[src/rtl/core/bct_pkg.sv]
package bct_pkg;

    // Table geometry: rows 0 .. ROWS-1 are held, row by row.
    localparam int ROWS        = 64;
    localparam int TABLE_DEPTH = ROWS * (ROWS + 1) / 2;
    localparam int IDX_W       = $clog2(TABLE_DEPTH + 1);

    // Field widths of the query and result words.
    localparam int ROW_W   = 7;
    localparam int COL_W   = 7;
    localparam int COEFF_W = 64;
    localparam int STAT_W  = 2;

    // Result status codes.
    localparam logic [STAT_W-1:0] ST_OK       = 2'd0;
    localparam logic [STAT_W-1:0] ST_COL_OVER = 2'd1;
    localparam logic [STAT_W-1:0] ST_ROW_OVER = 2'd2;

    // Commands from the controller to the datapath.
    typedef struct packed {
        logic capture;     // take the query word
        logic rd_fill;     // read the entry above the next fill entry
        logic rd_query;    // read the queried entry
        logic write_edge;  // write 1 at the next fill entry
        logic write_sum;   // write the sum of the two entries above
        logic load_out;    // load the result register
    } bct_cmd_t;

    // Status from the datapath to the controller.
    typedef struct packed {
        logic query_ok;    // the captured query is inside the table
        logic need_fill;   // the queried entry is not filled yet
        logic fill_edge;   // the next fill entry is on the triangle's edge
    } bct_stat_t;

endpackage

[src/rtl/core/bct_ctrl.sv]
module bct_ctrl
    import bct_pkg::*;
(
    input  logic      clk,
    input  logic      rst_n,
    input  logic      in_valid,
    output logic      in_ready,
    output logic      out_valid,
    input  logic      out_ready,
    input  bct_stat_t stat,
    output bct_cmd_t  cmd
);

    typedef enum logic [2:0] {
        S_IDLE,
        S_CHECK,
        S_FILL,
        S_ADD,
        S_READ,
        S_DONE
    } state_t;

    state_t state_reg;
    state_t state_next;
    logic   out_valid_reg;
    logic   out_free;

    assign in_ready  = (state_reg == S_IDLE);
    assign out_valid = out_valid_reg;
    assign out_free  = !out_valid_reg || out_ready;

    // Next state and commands.
    always_comb
    begin
        state_next = state_reg;
        cmd        = '0;
        unique case (state_reg)
            S_IDLE:
            begin
                if (in_valid)
                begin
                    cmd.capture = 1'b1;
                    state_next  = S_CHECK;
                end
            end
            S_CHECK:
            begin
                if (!stat.query_ok)
                begin
                    state_next = S_DONE;
                end
                else if (stat.need_fill)
                begin
                    state_next = S_FILL;
                end
                else
                begin
                    state_next = S_READ;
                end
            end
            S_FILL:
            begin
                if (stat.fill_edge)
                begin
                    cmd.write_edge = 1'b1;
                    state_next     = S_CHECK;
                end
                else
                begin
                    cmd.rd_fill = 1'b1;
                    state_next  = S_ADD;
                end
            end
            S_ADD:
            begin
                cmd.write_sum = 1'b1;
                state_next    = S_CHECK;
            end
            S_READ:
            begin
                cmd.rd_query = 1'b1;
                state_next   = S_DONE;
            end
            S_DONE:
            begin
                if (out_free)
                begin
                    cmd.load_out = 1'b1;
                    state_next   = S_IDLE;
                end
            end
            default:
            begin
                state_next = S_IDLE;
            end
        endcase
    end

    // State and the result valid flag.
    always_ff @(posedge clk or negedge rst_n)
    begin
        if (!rst_n)
        begin
            state_reg     <= S_IDLE;
            out_valid_reg <= 1'b0;
        end
        else
        begin
            state_reg <= state_next;
            if (cmd.load_out)
            begin
                out_valid_reg <= 1'b1;
            end
            else if (out_ready)
            begin
                out_valid_reg <= 1'b0;
            end
        end
    end

endmodule

[config.mk]
export PLATFORM = sky130hd
export DESIGN_NAME = bct_ctrl
export DESIGN_NICKNAME = d
export VERILOG_FILES = /design/src/rtl/core/bct_pkg.sv /design/src/rtl/core/bct_ctrl.sv
export SDC_FILE = /design/constraint.sdc
export NUM_CORES = 1
export LEC_CHECK = 0
export ABC_AREA = 1
export BUFFER_PORTS_ARGS = -buffer_cell sky130_fd_sc_hd__buf_4
export CORE_AREA = 2 2 39 41
export CTS_BUF_LIST = sky130_fd_sc_hd__clkbuf_8
export CTS_CLUSTER_DIAMETER = 50
export DETAILED_ROUTE_END_ITERATION = 16
export DIE_AREA = 0 0 41 43
export PLACE_DENSITY = 0.39
export SETUP_SLACK_MARGIN = 0.4
export SYNTH_ARGS = -nofsm -noshare
export SYNTH_HDL_FRONTEND = slang
export SYNTH_SLANG_ARGS = --single-unit
[constraint.sdc]
create_clock -name clk -period 2.6 [get_ports clk]
set_input_delay 0.52 -clock clk [delete_from_list [all_inputs] [get_ports clk]]
set_output_delay 0.52 -clock clk [all_outputs]
set_load 0.01 [all_outputs]
# [Yosys cells after proc, flatten, opt, wreduce, memory -nomap -nowiden]
# Index checks and enable logic that the tools add are counted.
[word_totals] ff_bits=4 inputBits=7 output_inout_bits=8 word_cells=32
[classes] eq_ne=7 muxes=18 n_reduce_logical=5
[ops] operator="one-hot mux 3 bit (6 select lines)" count=1
[ops] operator="two-way mux 1 bit" count=12
[ops] operator="two-way mux 3 bit" count=4
[ops] operator="== test 3 x 2 -> 1 bit (second input constant)" count=2
[ops] operator="== test 3 bit (second input constant)" count=2
[ops] operator="!= test 2 bit (second input constant)" count=2
[ops] operator="== test 3 x 1 -> 1 bit (second input constant)" count=1
[ops] operator="zero test 3 bit" count=1
[ops] operator="two-way mux 2 bit" count=1
[ops] operator="AND reduction 2 bit" count=1
[ops] operator="nonzero test 2 bit" count=1
[ops] operator="zero test 1 bit" count=1
[ops] operator="logical OR 1 bit" count=1

# [Longest topological paths before layout]
[depth] depth_word=5 mapped_depth=5 depth_no_buf=5

# [Worst setup path before layout]
# Ideal clock, no wire load.
[synth_path] path_kind="register to output" startpoint="register state_reg[1]" endpoint="output cmd[5] in the netlist's numbering" arrival_ns=0.805 t_required_ns=2.080 setup_slack_ns=1.275 path_stages_with_launch=4 path_buffers=0 path_cell_list="dfrtp_1 > nor2_1 > nand2_2 > nor2_1"
[synth_lines] element="start, declared" line="bct_ctrl.sv:23" rtl="state_t state_reg;"
[synth_lines] element="start signal, assigned" line="bct_ctrl.sv:109" rtl="state_reg <= state_next;"
[synth_lines] element="end, declared" line="bct_ctrl.sv:11" rtl="output bct_cmd_t cmd"

==> impl_metrics.json <==
{
  "critical-path-max-stage-delay_ps": 430,
  "peakVddDrop_v": 0.000373,
  "cts_hold_buf": 0,
  "cp.required_ps": 2080,
  "utilization_pct": 29.9,
  "wl_um": 583,
  "setup_viol": 0,
  "hp-class": "input port to async pin",
  "grt_pass1_vias": 245,
  "ioPinCount": 15,
  "critPathSlowestCell": "dfrtp_1",
  "power_density_nw_per_um2": 1110,
  "drt_iter0_markers": 0,
  "cts_max_level": 1,
  "die_area_um2": 1760,
  "antenna_found_initial": 0,
  "area_delta_synth_final_pct": 67.2,
  "maxCapViolCount": 0,
  "rsz0062_at_grt": "no",
  "n_antenna_cell": 0,
  "worstMarginPinSlew_ps": 212,
  "cts_num_sinks": 4,
  "cp-end-kind": "primary output",
  "synth_edf_count": 0,
  "initial_core_util_pct": 17.9,
  "avgSynthCellArea_um2": 6.52,
  "first_pass_iters": 1,
  "nets": 64,
  "clockBufferDepth": 2,
  "post-cts-setup-buffers": 0,
  "status": "finished, final reports clean",
  "coreArea_um2": 1380,
  "placed_cell_area_um2": 373,
  "viasPerCell": 3.89,
  "crit_type": "register to primary output",
  "seq_area_frac_synth_pct": 40.4,
  "vias": 276,
  "tns_ps": 0,
  "crit_fanout": 5,
  "synth_most_common_cell": "nor2_1",
  "insertion_delay_ps": 210,
  "cts-resized-gates": 0,
  "synth_commonest_cells": "nor2_1 (10), nand2_1 (7), inv_1 (6)",
  "worstPathCellList": "nor2_1 > nand2_2 > nor2_1 > buf_4",
  "ys_seq_elements": 4,
  "clk_pin_slew_worst_paths_ps": 30,
  "path_buf_inv": 1,
  "ys_async_sr_fraction_pct": 100,
  "rows": 14,
  "yosysTopAreaCell": "dfrtp_1",
  "fin_crit_sh_pct": 62.8,
  "synth_ff_type": "dfrtp_1",
  "die_h_um": 43,
  "finalHoldViolCount": 0,
  "grt_usage_pct": 8.26,
  "grt_max_degree": 6,
  "synth_warnings": 0,
  "drc": 0,
  "synthCells": 38,
  "timing.slew.headroom_pct": 85.8,
  "multiInputGateArea_um2": 118,
  "holdWs_ps": 96.0,
  "critPathTopFamily": "flip-flops",
  "start_kind": "register",
  "cp_common_cell": "nor2_1",
  "grt_pass1_wl_um": 945,
  "post-dp-hpwl_um": 478,
  "dieWidth_um": 41,
  "p_leak_uw": 0.000239,
  "synth_cell_type_count": 11,
  "root_buffer": "clkbuf_8",
  "wire_per_inst_um": 8.21,
  "synth_nets": 45,
  "synth_top_area_share_pct": 40.4,
  "cp_data_arrival_time_ps": 1110,
  "ant_nets": 0,
  "p_total_uw": 460,
  "numPortBuffers": 14,
  "drive_gt1_share_pct": 38.2,
  "synth_area_um2": 248,
  "fin_area_um2": 414,
  "ys_top_cells_by_area": "dfrtp_1 (40%), nor2_1 (15%), nand2_1 (11%)",
  "regArea_um2": 100,
  "cts_tree": "done",
  "finalClockSkew_ps": 0.0293,
  "finalWorstPathRequiredPeriod_ps": 1630,
  "place.gp.congestion": 0.639,
  "fillCellCount": 166,
  "cts_buffers": 3,
  "drv_slew": 0,
  "largest_reg_flops": 3,
  "fmax_mhz": 612,
  "overflow": 0
}
where the power goes:
group          switching [uW]  total (uW)  internal (uW)
Sequential               25.6         115           89.5
Combinational             123         218           95.6
Clock                    28.4         127           98.3
routing by layer:
layer | GRT usage (%) | wire [um] | vias to the layer above
met5 | 0 | 0 | -
met1 | 10.1 | 262 | 117
li1 | - | - | 151
met3 | 1.57 | 48 | 0
met4 | 8.00 | 0 | 0
met2 | 11.3 | 272 | 8
area by class of cell:
| cell class | count | share of cell area [%] |
|---|---|---|
| clock buffers | 3 | 9.97 |
| inverters | 8 | 7.25 |
| multi-input cells | 26 | 28.4 |
| flip-flops and latches | 4 | 24.2 |
| well taps | 16 | 4.83 |
| repair buffers | 14 | 25.4 |
cell usage in the layout (no fill, tap or decap), drive strengths merged:
| cell type | instances |
|---|---|
| buf | 14 |
| nor2 | 11 |
| nand2 | 8 |
| inv | 8 |
| nand3 | 4 |
| dfrtp | 4 |
| clkbuf | 3 |
| a21oi | 1 |
| o21ai | 1 |
| o22ai | 1 |
logic make-up after synthesis:
kind of cell | after synthesis | synth area share [%]
flops | 4 | 40.4
simple gates | 23 | 40.9
buf+inv | 8 | 12.1
compound gates | 3 | 6.56
final timing paths:
path,from,endpoint,slack (ps),cells after the start
max in group asynchronous,rst_n,state_reg[0],2410,1
min in group clk,out_ready,out_valid,530,2
setup / recovery,state_reg[1],cmd[5],970,4
setup reg to reg,state_reg[1],state_reg[0],1650,4
hold / removal,rst_n,out_valid,100,1
hold reg to reg,out_valid,out_valid,570,2
stage by stage:
step | setup WS (ps) | std cells
finish | 967 | 71
global route | 867 | 71
CTS | 953 | 71
detailed placement | 1120 | 68
global placement | 1130 | 68
floorplan | 1280 | 38
Power figures use the tool's default switching activity.
